### src/hdl/cad_pkg.sv
// Shared types and codes for the connection affinity dispatcher.
// No dependencies; every other file of the block imports this package.
package cad_pkg;

  localparam int CONN_W   = 10;
  localparam int TAG_W    = 16;
  localparam int STATUS_W = 3;
  localparam int WORKER_W = 2;

  localparam logic OP_SUBMIT = 1'b0;
  localparam logic OP_FETCH  = 1'b1;

  localparam logic [STATUS_W-1:0] ST_Q_PRIV      = 3'd0;
  localparam logic [STATUS_W-1:0] ST_Q_SHARED    = 3'd1;
  localparam logic [STATUS_W-1:0] ST_DROPPED     = 3'd2;
  localparam logic [STATUS_W-1:0] ST_FROM_PRIV   = 3'd3;
  localparam logic [STATUS_W-1:0] ST_FROM_SHARED = 3'd4;
  localparam logic [STATUS_W-1:0] ST_NONE        = 3'd5;
  localparam logic [STATUS_W-1:0] ST_STOPPED     = 3'd6;

  // controller -> datapath
  typedef struct packed {
    logic capture;
    logic lookup;
    logic access;
    logic load;
  } cmd_t;

  // datapath / ports -> controller
  typedef struct packed {
    logic in_valid;
    logic out_free;
  } sts_t;

endpackage

### src/hdl/cad_ctrl.sv
// Sequencer of the dispatcher: capture, lookup, access, finish.
// Depends on cad_pkg (cmd_t, sts_t).
module cad_ctrl import cad_pkg::*; (
  input  logic clk,
  input  logic rst,
  input  sts_t sts,
  output logic in_ready,
  output cmd_t cmd
);

  typedef enum logic [1:0] {IDLE, LOOKUP, ACCESS, FINISH} state_t;

  state_t state;

  assign cmd.capture = sts.in_valid & in_ready;
  assign cmd.lookup  = (state == LOOKUP);
  assign cmd.access  = (state == ACCESS);
  assign cmd.load    = (state == FINISH) & sts.out_free;

  always_ff @(posedge clk) begin
    if (rst) begin
      state    <= IDLE;
      in_ready <= 1'b1;
    end else begin
      unique case (state)
        IDLE: begin
          if (cmd.capture) begin
            state    <= LOOKUP;
            in_ready <= 1'b0;
          end
        end
        LOOKUP: state <= ACCESS;
        ACCESS: state <= FINISH;
        FINISH: begin
          // hold until the output register can take the result
          if (sts.out_free) begin
            state    <= IDLE;
            in_ready <= 1'b1;
          end
        end
      endcase
    end
  end

endmodule

### config.mk
export PLATFORM = sky130hd
export DESIGN_NAME = cad_ctrl
export DESIGN_NICKNAME = d
export VERILOG_FILES = /design/src/hdl/cad_pkg.sv /design/src/hdl/cad_ctrl.sv
export SDC_FILE = /design/constraint.sdc
export NUM_CORES = 1
export LEC_CHECK = 0
export ABC_AREA = 1
export BUFFER_PORTS_ARGS = -buffer_cell sky130_fd_sc_hd__buf_4
export CORE_AREA = 4 4 41 43
export CTS_CLUSTER_SIZE = 20
export DETAILED_ROUTE_END_ITERATION = 8
export DIE_AREA = 0 0 45 47
export PLACE_DENSITY_LB_ADDON = 0.05
export SLEW_MARGIN = 20
export SYNTH_ARGS = -nofsm -noshare
export SYNTH_HDL_FRONTEND = slang
export SYNTH_SLANG_ARGS = --single-unit
### constraint.sdc
create_clock -name clk -period 1.4 [get_ports clk]
set_input_delay 0.28 -clock clk [delete_from_list [all_inputs] [get_ports clk]]
set_output_delay 0.28 -clock clk [all_outputs]
set_load 0.01 [all_outputs]
==> flow_summary.yaml <==
placement:
  gpl.final_weighted_congestion: 0.701
  hpwl_dp_um: 481
  io_buffer_count: 8
  pre_cts_slack_ns: 0.238
sta:
  fin_ws_ns: 0.0878
  setup_violations: 0
  max_freq_mhz: 762
  min_period_over_period: 0.937
  finalSetupTns_ns: 0
  min_period_ns: 1.31
  timing.max_slew.rel_slack: 0.922
  clock-skew-final_ns: 0.000117
  report.final.hold_viol_count: 0
  max_slew.worst_pin.slew_ns: 0.118
  drv_slew: 0
  rsz_0062_raised_after_global_routing: "no"
  hold_ws_ns: 0.237
floorplanning:
  die-width_um: 45
  initial_core_util: 0.175
  io_pins: 9
  fp.coreArea_sq_mm: 0.00130
  std_cell_rows: 13
  die-height_um: 47
  die_area_sq_mm: 0.00212
yosys:
  yosys.area_share.simple: 0.280
  synth.most_common_cell: "sky130_fd_sc_hd__inv_1"
  synth_mux_area_frac: 0
  synthesis.instances: 32
  synth_top_cell_by_area: "sky130_fd_sc_hd__ha_1"
  async_reset_ff_frac: 0
  syn_area_per_cell_sq_um: 7.12
  synthXorXnorAreaFrac: 0
  synth_top_family_by_area: "simple AND/OR/NAND/NOR gates"
  netlist_area_sq_um: 228
  synth_area_in_compound_gates: 0.0659
  synth_common_cells: "sky130_fd_sc_hd__inv_1 (7), sky130_fd_sc_hd__ha_1 (5), sky130_fd_sc_hd__nand2_1 (5)"
  yosysSeqAreaShare: 0.264
  synth_nets: 41
  post-synth-top-area-fraction: 0.275
  postSynthRegisterBits: 3
  synth_enable_flop_cells: 0
  post_synth_fa_ha_maj_area_fraction: 0.275
  synth.yosys.warnings: 0
  synth.distinct_cells: 8
  ys_dominant_reg_cell: "sky130_fd_sc_hd__dfxtp_1"
  post_synth_main_area_contributors: "sky130_fd_sc_hd__ha_1 (27%), sky130_fd_sc_hd__dfxtp_1 (26%), sky130_fd_sc_hd__inv_1 (12%)"
routing:
  wire_per_inst_um: 9.51
  route.detailed.drc: 0
  detailed_routing_iterations_pass_1: 1
  detailroute.via_count: 230
  drt-vias-per-instance: 3.90
  drt.antenna.violating_nets: 0
  drt-initial-drc-count: 0
  detail_route.wirelength_um: 561
worst_setup_path:
  rr_worst_depth: 6
  startpoint: "state[0]"
  setup.worst_path.end_class: "output port"
  worst-path-max-fanout: 4
  r2r_slack_ns: 0.33
  wp_data_arrival_ns: 1.03
  worst-setup-path-type: "reg2out"
  critical_path_required_ns: 1.12
  critical_path.reg2reg.endpoint: "state[1]"
  critPathCapture: "cmd[1]"
  critical_r2r_launch: "state[0]"
  kind_of_start_point_of_the_critical_path: "flip-flop"
clock_network:
  numClockSinks: 3
  cts_setup_buffers: 0
  clk-insertion-delay-late_ns: 0.23
  cts_htree_levels: 1
  cts-root-buf: "sky130_fd_sc_hd__clkbuf_4"
  cts_buffers: 3
  cts_tree: "built"
  cts.reportedPaths.clkPinSlew_ns: 0.04
  cts_max_path_buffers: 2
global_routing:
  wire_length_of_the_first_global_routing_pass_um: 938
  track_usage: 0.0679
  first_global_vias: 229
  grt_antenna_before_repair: 0
  grt_overflow: 0
  grt_max_degree: 6
finish:
  final_layout_size_suffix_gt1_frac: 0.364
  synthToLayoutAreaGrowth_pct: 47.3
  num-nets-final: 54
  fillCellCount: 162
  antenna_cells: 0
power:
  power.leakage_uw: 0.000194
  total_power_uw: 656
  cellPowerDensity_mw_per_mm2: 1960
  power.ir.vdd_worst_mv: 0.428
worst_hold_path:
  worst_min_delay_path_class: "in2reg"
status:
  outcome: "completed"
flow_run:
  drv.max_cap_violation_count: 0
-- flip-flops by register name, indices dropped and copies added, names as in the netlist --
name      flops
state         2
in_ready      1
-- timing repair --
action                     4_1_cts  5_1_grt
hold buffers                     0        0
setup endpoints to repair        1        2
gates resized for setup          1        1
-- power breakdown --
group	internal [uW]	switching (uW)
sequential	128	41.3
clock	107	44.9
combinational	153	182
total	388	268
-- how the worst min path moves through the flow --
stage	startpoint	end	slack, ns	depth (start not counted)
CTS	rst	in_ready	0.23	3
global route	rst	in_ready	0.23	3
global placement	rst	in_ready	0.48	3
detailed placement	rst	in_ready	0.48	3
finish	rst	in_ready	0.24	3
floorplan	rst	in_ready	0.37	2
-- logic make-up after synthesis --
kind of cell    count (synthesis)
buf+inv                         7
simple gates                   14
compound gates                  3
fa+ha+maj                       5
flops                           3
-- metrics by stage --
step / cell area (sq um) / utilization / cells
floorplan: 228 / - / 32
global placement: 307 / 0.236 / 55
detailed placement: 307 / 0.236 / 55
CTS: 334 / 0.257 / 59
global route: 335 / 0.258 / 59
finish: 335 / 0.258 / 59
-- cell usage in the layout (no fill, tap or decap) --
cell type and count:
sky130_fd_sc_hd__ha_1 5, sky130_fd_sc_hd__nand2_1 5, sky130_fd_sc_hd__inv_1 7, sky130_fd_sc_hd__dfxtp_2 2, sky130_fd_sc_hd__nand2_2 3, sky130_fd_sc_hd__dfxtp_1 1
sky130_fd_sc_hd__nor2_1 3, sky130_fd_sc_hd__nand3_1 3, sky130_fd_sc_hd__a21oi_1 3, sky130_fd_sc_hd__clkbuf_1 1, sky130_fd_sc_hd__clkbuf_4 3, sky130_fd_sc_hd__buf_4 8
-- metal layers --
metal | track usage | wire (um) | share of wire
met1 | 0.0590 | 213 | 0.38
met2 | 0.116 | 278 | 0.50
met3 | 0.0613 | 69 | 0.12
met4 | 0.0175 | 0 | 0
met5 | 0 | 0 | 0
-- area by class of cell --
class | instances | area, sq um | share of cell area
well taps | 15 | 18.8 | 0.0560
repair buffers | 8 | 60.1 | 0.179
clock buffers | 4 | 26.3 | 0.0784
multi-input cells | 22 | 141 | 0.422
inverters | 7 | 26.3 | 0.0784
flip-flops and latches | 3 | 62.6 | 0.187
-- critical path, cell delays in order, from the launching register on --
cell                      delay, ns
sky130_fd_sc_hd__dfxtp_2       0.35
sky130_fd_sc_hd__inv_1         0.09
sky130_fd_sc_hd__ha_1          0.21
sky130_fd_sc_hd__buf_4         0.14
Note: power is estimated with default switching activity, not from simulation.
